[src/rtl/nccr_pkg.sv]
package nccr_pkg;

  localparam int NumSlots = 27;
  localparam int SlotW = 5;
  localparam logic [SlotW-1:0] LastSlot = SlotW'(NumSlots - 1);

  typedef enum logic [1:0] {
    OP_INIT      = 2'd0,
    OP_MOVE      = 2'd1,
    OP_TOUCH     = 2'd2,
    OP_LOAD_DONE = 2'd3
  } op_e;

  typedef enum logic [2:0] {
    KIND_DONE     = 3'd0,
    KIND_WB       = 3'd1,
    KIND_LOAD     = 3'd2,
    KIND_BUSY     = 3'd3,
    KIND_MISMATCH = 3'd4,
    KIND_OUTSIDE  = 3'd5
  } kind_e;

  typedef enum logic [1:0] {
    ST_UNSET = 2'd0,
    ST_CLEAN = 2'd1,
    ST_DIRTY = 2'd2
  } slot_state_e;

  typedef struct packed {
    logic signed [1:0] dx;
    logic signed [1:0] dy;
    logic signed [1:0] dz;
  } offset_t;

  // Controller to datapath
  typedef struct packed {
    logic             accept;
    logic             evict;
    logic             load;
    logic             fin;
    logic [SlotW-1:0] idx;
  } cmd_t;

  // Datapath to controller
  typedef struct packed {
    logic walk;
    logic out_free;
  } status_t;

  function automatic offset_t slot_offset(input logic [SlotW-1:0] idx);
    offset_t o;
    case (idx)
      5'd0:    o = '{dx:  2'sd0, dy:  2'sd0, dz:  2'sd0};
      5'd1:    o = '{dx:  2'sd1, dy:  2'sd0, dz:  2'sd0};
      5'd2:    o = '{dx: -2'sd1, dy:  2'sd0, dz:  2'sd0};
      5'd3:    o = '{dx:  2'sd0, dy:  2'sd1, dz:  2'sd0};
      5'd4:    o = '{dx:  2'sd0, dy: -2'sd1, dz:  2'sd0};
      5'd5:    o = '{dx:  2'sd0, dy:  2'sd0, dz:  2'sd1};
      5'd6:    o = '{dx:  2'sd0, dy:  2'sd0, dz: -2'sd1};
      5'd7:    o = '{dx: -2'sd1, dy: -2'sd1, dz:  2'sd0};
      5'd8:    o = '{dx: -2'sd1, dy:  2'sd1, dz:  2'sd0};
      5'd9:    o = '{dx:  2'sd1, dy: -2'sd1, dz:  2'sd0};
      5'd10:   o = '{dx:  2'sd1, dy:  2'sd1, dz:  2'sd0};
      5'd11:   o = '{dx: -2'sd1, dy:  2'sd0, dz: -2'sd1};
      5'd12:   o = '{dx: -2'sd1, dy:  2'sd0, dz:  2'sd1};
      5'd13:   o = '{dx:  2'sd1, dy:  2'sd0, dz: -2'sd1};
      5'd14:   o = '{dx:  2'sd1, dy:  2'sd0, dz:  2'sd1};
      5'd15:   o = '{dx:  2'sd0, dy: -2'sd1, dz: -2'sd1};
      5'd16:   o = '{dx:  2'sd0, dy: -2'sd1, dz:  2'sd1};
      5'd17:   o = '{dx:  2'sd0, dy:  2'sd1, dz: -2'sd1};
      5'd18:   o = '{dx:  2'sd0, dy:  2'sd1, dz:  2'sd1};
      5'd19:   o = '{dx: -2'sd1, dy: -2'sd1, dz: -2'sd1};
      5'd20:   o = '{dx: -2'sd1, dy: -2'sd1, dz:  2'sd1};
      5'd21:   o = '{dx: -2'sd1, dy:  2'sd1, dz: -2'sd1};
      5'd22:   o = '{dx: -2'sd1, dy:  2'sd1, dz:  2'sd1};
      5'd23:   o = '{dx:  2'sd1, dy: -2'sd1, dz: -2'sd1};
      5'd24:   o = '{dx:  2'sd1, dy: -2'sd1, dz:  2'sd1};
      5'd25:   o = '{dx:  2'sd1, dy:  2'sd1, dz: -2'sd1};
      5'd26:   o = '{dx:  2'sd1, dy:  2'sd1, dz:  2'sd1};
      default: o = '{dx:  2'sd0, dy:  2'sd0, dz:  2'sd0};
    endcase
    return o;
  endfunction

  // Slot whose offset matches a delta already known to lie in [-1,1]
  function automatic logic [SlotW-1:0] find_slot(input offset_t d);
    logic [SlotW-1:0] s;
    s = '0;
    for (int i = 0; i < NumSlots; i++) begin
      if (slot_offset(SlotW'(i)) == d) begin
        s = SlotW'(i);
      end
    end
    return s;
  endfunction

endpackage

[src/rtl/nccr_ctrl.sv]
module nccr_ctrl (
  input  logic                clk_i,
  input  logic                rst_ni,
  input  logic                s_axis_tvalid,
  output logic                s_axis_tready,
  input  nccr_pkg::status_t   status_i,
  output nccr_pkg::cmd_t      cmd_o
);

  typedef enum logic [1:0] {
    S_IDLE,
    S_EVICT,
    S_LOAD,
    S_FIN
  } state_e;

  state_e                       state_q;
  logic [nccr_pkg::SlotW-1:0]   idx_q;
  logic                         accept;

  assign s_axis_tready = (state_q == S_IDLE) && status_i.out_free;
  assign accept        = s_axis_tvalid && s_axis_tready;

  always_comb begin
    cmd_o        = '0;
    cmd_o.idx    = idx_q;
    cmd_o.accept = accept;
    cmd_o.evict  = (state_q == S_EVICT) && status_i.out_free;
    cmd_o.load   = (state_q == S_LOAD) && status_i.out_free;
    cmd_o.fin    = (state_q == S_FIN) && status_i.out_free;
  end

  // Each walk step waits until the output register can take a request
  always_ff @(posedge clk_i or negedge rst_ni) begin
    if (!rst_ni) begin
      state_q <= S_IDLE;
      idx_q   <= '0;
    end else begin
      case (state_q)
        S_IDLE: begin
          if (accept && status_i.walk) begin
            state_q <= S_EVICT;
            idx_q   <= '0;
          end
        end
        S_EVICT: begin
          if (status_i.out_free) begin
            if (idx_q == nccr_pkg::LastSlot) begin
              state_q <= S_LOAD;
              idx_q   <= '0;
            end else begin
              idx_q <= idx_q + 1'b1;
            end
          end
        end
        S_LOAD: begin
          if (status_i.out_free) begin
            if (idx_q == nccr_pkg::LastSlot) begin
              state_q <= S_FIN;
              idx_q   <= '0;
            end else begin
              idx_q <= idx_q + 1'b1;
            end
          end
        end
        S_FIN: begin
          if (status_i.out_free) begin
            state_q <= S_IDLE;
          end
        end
        default: begin
          state_q <= S_IDLE;
          idx_q   <= '0;
        end
      endcase
    end
  end

endmodule

[src/rtl/nccr_datapath.sv]
module nccr_datapath #(
  parameter int CoordWidth = 16,
  parameter int InW        = 56,
  parameter int OutW       = 56
) (
  input  logic                clk_i,
  input  logic                rst_ni,
  input  logic [InW-1:0]      s_axis_tdata,
  input  logic                m_axis_tready,
  output logic                m_axis_tvalid,
  output logic [OutW-1:0]     m_axis_tdata,
  output logic                m_axis_tlast,
  input  nccr_pkg::cmd_t      cmd_i,
  output nccr_pkg::status_t   status_o
);

  localparam int N  = nccr_pkg::NumSlots;
  localparam int SW = nccr_pkg::SlotW;
  localparam int CW = CoordWidth;
  localparam logic signed [CW:0] DOne = (CW+1)'(1);

  typedef logic signed [CW-1:0] coord_t;
  typedef logic signed [CW:0]   delta_t;

  // Persistent state
  coord_t                    src_x_q, src_y_q, src_z_q, src_x_d, src_y_d, src_z_d;
  coord_t                    nsrc_x_q, nsrc_y_q, nsrc_z_q, nsrc_x_d, nsrc_y_d, nsrc_z_d;
  nccr_pkg::slot_state_e     state_q [N];
  nccr_pkg::slot_state_e     state_d [N];
  nccr_pkg::slot_state_e     nstate_q [N];
  nccr_pkg::slot_state_e     nstate_d [N];
  logic [N-1:0]              live_q, live_d, nlive_q, nlive_d;

  // Output register
  logic                      out_valid_q;
  nccr_pkg::kind_e           out_kind_q, out_kind_d;
  coord_t                    out_x_q, out_y_q, out_z_q, out_x_d, out_y_d, out_z_d;
  logic [SW-1:0]             out_slot_q, out_slot_d;
  logic                      out_last_q, out_last_d;
  logic                      emit;
  logic                      out_free;

  // Input unpack
  nccr_pkg::op_e             in_op;
  coord_t                    in_x, in_y, in_z;
  logic [SW-1:0]             in_slot;

  assign in_op   = nccr_pkg::op_e'(s_axis_tdata[1:0]);
  assign in_x    = s_axis_tdata[2 +: CW];
  assign in_y    = s_axis_tdata[2 + CW +: CW];
  assign in_z    = s_axis_tdata[2 + 2*CW +: CW];
  assign in_slot = s_axis_tdata[2 + 3*CW +: SW];

  // Touch: exact difference against the stored source
  delta_t                    tdx, tdy, tdz;
  logic                      t_in;
  logic [SW-1:0]             t_slot;
  logic                      all_live, same_src;

  assign tdx = {in_x[CW-1], in_x} - {src_x_q[CW-1], src_x_q};
  assign tdy = {in_y[CW-1], in_y} - {src_y_q[CW-1], src_y_q};
  assign tdz = {in_z[CW-1], in_z} - {src_z_q[CW-1], src_z_q};
  assign t_in = (tdx >= -DOne) && (tdx <= DOne) && (tdy >= -DOne) && (tdy <= DOne)
             && (tdz >= -DOne) && (tdz <= DOne);
  assign t_slot   = nccr_pkg::find_slot('{dx: tdx[1:0], dy: tdy[1:0], dz: tdz[1:0]});
  assign all_live = &live_q;
  assign same_src = (in_x == src_x_q) && (in_y == src_y_q) && (in_z == src_z_q);

  // Walk slot: chunk at source plus offset, wrapped to the coordinate width
  nccr_pkg::offset_t         off;
  coord_t                    cx, cy, cz;
  delta_t                    mdx, mdy, mdz;
  logic                      m_in;
  logic [SW-1:0]             m_slot;

  assign off = nccr_pkg::slot_offset(cmd_i.idx);
  assign cx  = src_x_q + {{(CW-2){off.dx[1]}}, off.dx};
  assign cy  = src_y_q + {{(CW-2){off.dy[1]}}, off.dy};
  assign cz  = src_z_q + {{(CW-2){off.dz[1]}}, off.dz};
  assign mdx = {cx[CW-1], cx} - {nsrc_x_q[CW-1], nsrc_x_q};
  assign mdy = {cy[CW-1], cy} - {nsrc_y_q[CW-1], nsrc_y_q};
  assign mdz = {cz[CW-1], cz} - {nsrc_z_q[CW-1], nsrc_z_q};
  assign m_in = (mdx >= -DOne) && (mdx <= DOne) && (mdy >= -DOne) && (mdy <= DOne)
             && (mdz >= -DOne) && (mdz <= DOne);
  assign m_slot = nccr_pkg::find_slot('{dx: mdx[1:0], dy: mdy[1:0], dz: mdz[1:0]});

  assign out_free        = !out_valid_q || m_axis_tready;
  assign status_o.out_free = out_free;
  assign status_o.walk   = (in_op == nccr_pkg::OP_MOVE) && all_live && !same_src;

  nccr_pkg::slot_state_e     ld_state;
  logic                      ld_ok;

  assign ld_state = (in_slot < SW'(N)) ? state_q[in_slot] : nccr_pkg::ST_CLEAN;
  assign ld_ok    = (in_slot < SW'(N)) && (ld_state == nccr_pkg::ST_UNSET);

  always_comb begin
    src_x_d    = src_x_q;
    src_y_d    = src_y_q;
    src_z_d    = src_z_q;
    nsrc_x_d   = nsrc_x_q;
    nsrc_y_d   = nsrc_y_q;
    nsrc_z_d   = nsrc_z_q;
    state_d    = state_q;
    nstate_d   = nstate_q;
    live_d     = live_q;
    nlive_d    = nlive_q;
    emit       = 1'b0;
    out_kind_d = nccr_pkg::KIND_DONE;
    out_x_d    = '0;
    out_y_d    = '0;
    out_z_d    = '0;
    out_slot_d = '0;
    out_last_d = 1'b1;

    if (cmd_i.accept) begin
      case (in_op)
        nccr_pkg::OP_INIT: begin
          src_x_d = in_x;
          src_y_d = in_y;
          src_z_d = in_z;
          for (int i = 0; i < N; i++) begin
            state_d[i] = nccr_pkg::ST_CLEAN;
          end
          live_d = '1;
          emit   = 1'b1;
        end
        nccr_pkg::OP_LOAD_DONE: begin
          emit       = 1'b1;
          out_slot_d = in_slot;
          if (ld_ok) begin
            state_d[in_slot] = nccr_pkg::ST_CLEAN;
            live_d[in_slot]  = 1'b1;
          end else begin
            out_kind_d = nccr_pkg::KIND_MISMATCH;
          end
        end
        default: begin
          if (!all_live) begin
            emit       = 1'b1;
            out_kind_d = nccr_pkg::KIND_BUSY;
          end else if (in_op == nccr_pkg::OP_MOVE) begin
            if (same_src) begin
              emit = 1'b1;
            end else begin
              // Latch the target and start a clean shadow map
              nsrc_x_d = in_x;
              nsrc_y_d = in_y;
              nsrc_z_d = in_z;
              for (int i = 0; i < N; i++) begin
                nstate_d[i] = nccr_pkg::ST_UNSET;
              end
              nlive_d = '0;
            end
          end else begin
            emit = 1'b1;
            if (t_in) begin
              state_d[t_slot] = nccr_pkg::ST_DIRTY;
              out_slot_d      = t_slot;
            end else begin
              out_kind_d = nccr_pkg::KIND_OUTSIDE;
            end
          end
        end
      endcase
    end

    if (cmd_i.evict) begin
      if (m_in) begin
        nstate_d[m_slot] = state_q[cmd_i.idx];
        nlive_d[m_slot]  = 1'b1;
      end else if (state_q[cmd_i.idx] == nccr_pkg::ST_DIRTY) begin
        emit       = 1'b1;
        out_kind_d = nccr_pkg::KIND_WB;
        out_x_d    = cx;
        out_y_d    = cy;
        out_z_d    = cz;
        out_slot_d = cmd_i.idx;
        out_last_d = 1'b0;
      end
      // Commit the shadow map after the last old slot
      if (cmd_i.idx == nccr_pkg::LastSlot) begin
        src_x_d = nsrc_x_q;
        src_y_d = nsrc_y_q;
        src_z_d = nsrc_z_q;
        state_d = nstate_d;
        live_d  = nlive_d;
      end
    end

    if (cmd_i.load && !live_q[cmd_i.idx]) begin
      emit       = 1'b1;
      out_kind_d = nccr_pkg::KIND_LOAD;
      out_x_d    = cx;
      out_y_d    = cy;
      out_z_d    = cz;
      out_slot_d = cmd_i.idx;
      out_last_d = 1'b0;
    end

    if (cmd_i.fin) begin
      emit = 1'b1;
    end
  end

  always_ff @(posedge clk_i or negedge rst_ni) begin
    if (!rst_ni) begin
      src_x_q     <= '0;
      src_y_q     <= '0;
      src_z_q     <= '0;
      live_q      <= '0;
      out_valid_q <= 1'b0;
      for (int i = 0; i < N; i++) begin
        state_q[i] <= nccr_pkg::ST_UNSET;
      end
    end else begin
      src_x_q <= src_x_d;
      src_y_q <= src_y_d;
      src_z_q <= src_z_d;
      live_q  <= live_d;
      state_q <= state_d;
      if (emit) begin
        out_valid_q <= 1'b1;
      end else if (m_axis_tready) begin
        out_valid_q <= 1'b0;
      end
    end
  end

  always_ff @(posedge clk_i) begin
    nsrc_x_q <= nsrc_x_d;
    nsrc_y_q <= nsrc_y_d;
    nsrc_z_q <= nsrc_z_d;
    nstate_q <= nstate_d;
    nlive_q  <= nlive_d;
    if (emit) begin
      out_kind_q <= out_kind_d;
      out_x_q    <= out_x_d;
      out_y_q    <= out_y_d;
      out_z_q    <= out_z_d;
      out_slot_q <= out_slot_d;
      out_last_q <= out_last_d;
    end
  end

  assign m_axis_tvalid = out_valid_q;
  assign m_axis_tlast  = out_last_q;
  assign m_axis_tdata  = OutW'({out_slot_q, out_z_q, out_y_q, out_x_q, out_kind_q});

endmodule

[src/rtl/neighborhood_chunk_cache_remap.sv]
// Single-result items (init, touch, load done, busy, same-source move) give their
// result in the cycle after acceptance and can be taken one per cycle while the output is not stalled.
// A move walks the 27 old slots, then the 27 new slots, then emits done, waiting
// whenever the output is stalled; nothing is accepted meanwhile.
// Reset (asynchronous, active low) clears the source to zero and leaves all slots unset
// and not live, so moves and touches answer busy until an init or until every slot is loaded.
module neighborhood_chunk_cache_remap #(
  parameter int CoordWidth = 16
) (
  input  logic                 clk_i,
  input  logic                 rst_ni,
  input  logic                 s_axis_tvalid,
  output logic                 s_axis_tready,
  // op, chunk_x, chunk_y, chunk_z, slot (lowest bit up), zero padded
  input  logic [((2 + 3*CoordWidth + 5 + 7) / 8) * 8 - 1:0] s_axis_tdata,
  output logic                 m_axis_tvalid,
  input  logic                 m_axis_tready,
  // kind, out_x, out_y, out_z, out_slot (lowest bit up), zero padded
  output logic [((3 + 3*CoordWidth + 5 + 7) / 8) * 8 - 1:0] m_axis_tdata,
  output logic                 m_axis_tlast
);

  localparam int InW  = ((2 + 3*CoordWidth + 5 + 7) / 8) * 8;
  localparam int OutW = ((3 + 3*CoordWidth + 5 + 7) / 8) * 8;

  nccr_pkg::cmd_t    cmd;
  nccr_pkg::status_t status;

  nccr_ctrl u_ctrl (
    .clk_i         (clk_i),
    .rst_ni        (rst_ni),
    .s_axis_tvalid (s_axis_tvalid),
    .s_axis_tready (s_axis_tready),
    .status_i      (status),
    .cmd_o         (cmd)
  );

  nccr_datapath #(
    .CoordWidth (CoordWidth),
    .InW        (InW),
    .OutW       (OutW)
  ) u_datapath (
    .clk_i         (clk_i),
    .rst_ni        (rst_ni),
    .s_axis_tdata  (s_axis_tdata),
    .m_axis_tready (m_axis_tready),
    .m_axis_tvalid (m_axis_tvalid),
    .m_axis_tdata  (m_axis_tdata),
    .m_axis_tlast  (m_axis_tlast),
    .cmd_i         (cmd),
    .status_o      (status)
  );

endmodule

[config.mk]
export PLATFORM = sky130hd
export DESIGN_NAME = neighborhood_chunk_cache_remap
export DESIGN_NICKNAME = d
export VERILOG_FILES = /design/src/rtl/nccr_pkg.sv /design/src/rtl/nccr_ctrl.sv /design/src/rtl/nccr_datapath.sv /design/src/rtl/neighborhood_chunk_cache_remap.sv
export SDC_FILE = /design/constraint.sdc
export NUM_CORES = 1
export LEC_CHECK = 0
export ABC_AREA = 1
export BUFFER_PORTS_ARGS = -buffer_cell sky130_fd_sc_hd__buf_4
export CAP_MARGIN = 30
export CORE_UTILIZATION = 60
export CTS_CLUSTER_DIAMETER = 100
export DETAILED_ROUTE_END_ITERATION = 12
export GPL_TIMING_DRIVEN = 0
export PLACE_DENSITY_LB_ADDON = 0.05
export SKIP_LAST_GASP = 1
export SYNTH_ARGS = -nofsm -noshare
export SYNTH_HDL_FRONTEND = slang
export SYNTH_HIERARCHICAL = 1
export SYNTH_SLANG_ARGS = --single-unit
export TNS_END_PERCENT = 20
[constraint.sdc]
create_clock -name clk_i -period 10.45 [get_ports clk_i]
set_clock_uncertainty 0.15 [all_clocks]
set_input_delay 3.135 -clock clk_i [delete_from_list [all_inputs] [get_ports clk_i]]
set_output_delay 3.135 -clock clk_i [all_outputs]
set_load 0.02 [all_outputs]
==> metrics.yaml <==
power_and_ir_drop:
  max-vdd-ir-drop_v: 0.000453
  total_leakage_power_nw: 14.8
  power_density_mw_per_mm2: 370
setup_path:
  cp_max_fo: 50
  arrival_ps: 9690
  critPathCapture: "u_datapath/out_z_q[1]"
  crit_slowest_cell: "dfrtp_1"
  r2r_end: "u_datapath/out_z_q[1]"
  crit_start: "u_ctrl/idx_q[1]"
  crit_family: "compound AO/OA/AOI/OAI gates"
  crit_path_max_incr_delay_ps: 580
  cp_num_cells: 40
  r2r_cells: 40
  startpoint_type: "register"
  cp_common_cell: "nand2_1"
  r2r_slack_ps: 880
  critical_path_class: "register to register"
  crit_required_ps: 10570
  end_kind: "register"
  critPathBufInv: 9
  r2r-start: "u_ctrl/idx_q[1]"
logic_synthesis:
  yosysUniqueCellTypes: 58
  synth_edf_count: 105
  yosys.cell_count.top_type: "nand2_1"
  netlist_top_cells_count: "nand2_1 (1211), inv_1 (628), o21ai_0 (434)"
  synth.area.top_cells: "nand2_1 (17%), dfrtp_1 (12%), edfxtp_1 (11%)"
  syn-cell-area_sq_mm: 0.0275
  syn_nets: 4505
  synthArstFlopShare: 0.424
  syn_area_per_cell_sq_um: 6.43
  synth_seq_cells: 323
  ys_seq_area_frac: 0.298
  yosysTopAreaCellShare: 0.165
  synthFlopType: "dfrtp_1"
  syn_inst: 4274
  synth_top_area_cell: "nand2_1"
  yosys_warnings: 6
global_route:
  antenna_found_initial: 7
  grt_pass1_wl_mm: 144
  overflow: 0
  track_usage: 0.389
  grt_max_degree: 94
  grt_pass1_vias: 26600
timing:
  tightest_slew_ps: 1040
  totalNegativeSetupSlack_ps: 0
  report.final.slew_viol_count: 0
  fin_crit_sh: 0.916
  min_period_ps: 9570
  hold_viol: 0
  max-slew-margin-rel: 0.310
  rsz0062_at_grt: "false"
  setup_viol: 0
  fmax_ghz: 0.104
min_path:
  hold_class: "register to register"
routing:
  vias_per_cell: 5.81
  drtPass1Iterations: 7
  route.detailed.drc: 0
  post_drt_wl_per_cell_um: 18.2
  wl_mm: 92.5
  drt_iter0_drc: 3403
  antenna_left: 0
  vias: 29400
clock_tree:
  cts-root-buf: "clkbuf_16"
  clock-sinks: 323
  cts_buffer_depth: 3
  cts_resized: 0
  numCtsBuffers: 39
  clk_pin_slew_worst_paths_ps: 60
  cts_tree: "yes"
  htree_levels: 2
  cts_setup_buffers: 0
  hold_buffers: 0
  clock_latency_ps: 580
cells_and_area:
  nNetsFinal: 4666
  area_delta_synth_final_pct: 11.3
  drive_above_1_share: 0.0699
  fin_util: 0.676
  fillers: 4199
die:
  die_area_sq_mm: 0.0467
  coreArea_sq_mm: 0.0453
  die-width_um: 216
  start_util: 0.607
  rows: 78
  ios: 119
  chipHeight_um: 216
placement:
  hpwlAfterDp_mm: 71.4
  place.port_buffers: 116
  gp_congestion: 1.05
run_status:
  outcome: "finished clean"
job:
  cap_violations: 0
## worst min-delay path by stage
stage / startpoint / to / slack [ps] / cells after the start
after floorplan: u_datapath/nlive_q[0] / u_datapath/nlive_q[0] / 270 / 2
after global placement: u_datapath/nlive_q[3] / u_datapath/nlive_q[3] / 280 / 2
after detailed placement: u_datapath/nlive_q[3] / u_datapath/nlive_q[3] / 290 / 2
after CTS: u_datapath/nlive_q[3] / u_datapath/nlive_q[3] / 310 / 2
after global routing: u_datapath/nlive_q[3] / u_datapath/nlive_q[3] / 320 / 2
final: u_datapath/nlive_q[10] / u_datapath/nlive_q[10] / 310 / 2
## worst min-delay path, delay by kind of cell (launching register included)
kind,cells,cell delay (ps)
simple gates,1,60
flops,1,300
compound gates,1,60
## layout by cell type, fill, tap and decap left out, drive strengths merged, types with 5 or more instances in the layout
cell type,Yosys,final
o21bai,12,12
dfrtp,137,137
clkbuf,94,151
a21oi,301,301
nand4,102,102
xor2,50,50
nor2,373,373
nand2,1217,1217
o21ai,513,513
or2,9,9
ha,162,162
a31oi,35,35
and2,15,15
xnor2,19,19
diode,0,5
buf,38,158
inv,637,643
nand3,239,239
nor4,20,20
fa,9,9
clkinv,4,7
dfxtp,81,81
edfxtp,105,105
o31ai,6,6
nand3b,22,22
nor3,44,44
## metrics by stage
stage	power (mW)	hold WS (ps)	setup WS, ps	area (sq um)	std cells
6_report	11.3	311	877	30600	5070
5_1_grt	12.2	316	214	30600	5068
4_1_cts	11.1	309	1160	30600	5065
3_5_place_dp	9.54	294	1270	29200	4994
3_3_place_gp	9.46	283	-991	29100	4990
2_1_floorplan	7.36	272	2050	27500	4274
## layer usage
layer | GRT usage | up-vias | wire (um) | share of wire
met1 | 0.544 | 13400 | 39400 | 0.43
li1 | - | 14300 | - | -
met3 | 0.0939 | 197 | 11000 | 0.12
met5 | 0 | - | 0 | 0
met4 | 0.135 | 0 | 2760 | 0.030
met2 | 0.585 | 1514 | 39400 | 0.43
## registers in the layout, indices dropped and copies added, names as in the netlist
register and count:
u_ctrl/idx_q 5, u_ctrl/state_q 2, u_datapath/live_q 27, u_datapath/m_axis_tlast 1
u_datapath/m_axis_tvalid 1, u_datapath/nlive_q 27, u_datapath/nsrc_x_q 16, u_datapath/nsrc_y_q 16
u_datapath/nsrc_z_q 16, u_datapath/nstate_q 54, u_datapath/out_kind_q 3, u_datapath/out_slot_q 5
u_datapath/out_x_q 16, u_datapath/out_y_q 16, u_datapath/out_z_q 16, u_datapath/src_x_q 16
u_datapath/src_y_q 16, u_datapath/src_z_q 16, u_datapath/state_q 54
## report_power, final
part | total (mW) | leakage [nW] | internal, mW | switching, mW
clock | 1.46 | 0.670 | 0.880 | 0.584
sequential | 1.94 | 3.43 | 1.72 | 0.226
combinational | 7.91 | 10.7 | 2.33 | 5.58
## area by class of cell
type	instances	area, sq um	area share
multi-input cells	3178	16300	0.533
clock buffers	57	1170	0.0381
inverters	641	2410	0.0787
flip-flops and latches	323	8200	0.268
well taps	600	751	0.0245
diodes	5	12.5	0.000409
plain buffers	132	601	0.0196
clock inverters	14	198	0.00646
repair buffers	120	962	0.0314
## cell families (layout without fill, tap and decap cells)
group / count (synthesis) / count (layout) / share of synthesized area
adders and majority gates: 171 / 171 / 0.0803
DFF: 323 / 323 / 0.298
xor gates and xnor gates: 69 / 69 / 0.0223
other: 0 / 5 / 0
and+or+nand+nor: 2045 / 2045 / 0.313
AOI/OAI and AO/OA: 893 / 893 / 0.176
buffers and inverters: 773 / 964 / 0.109
Power figures use the tool's default switching activity.
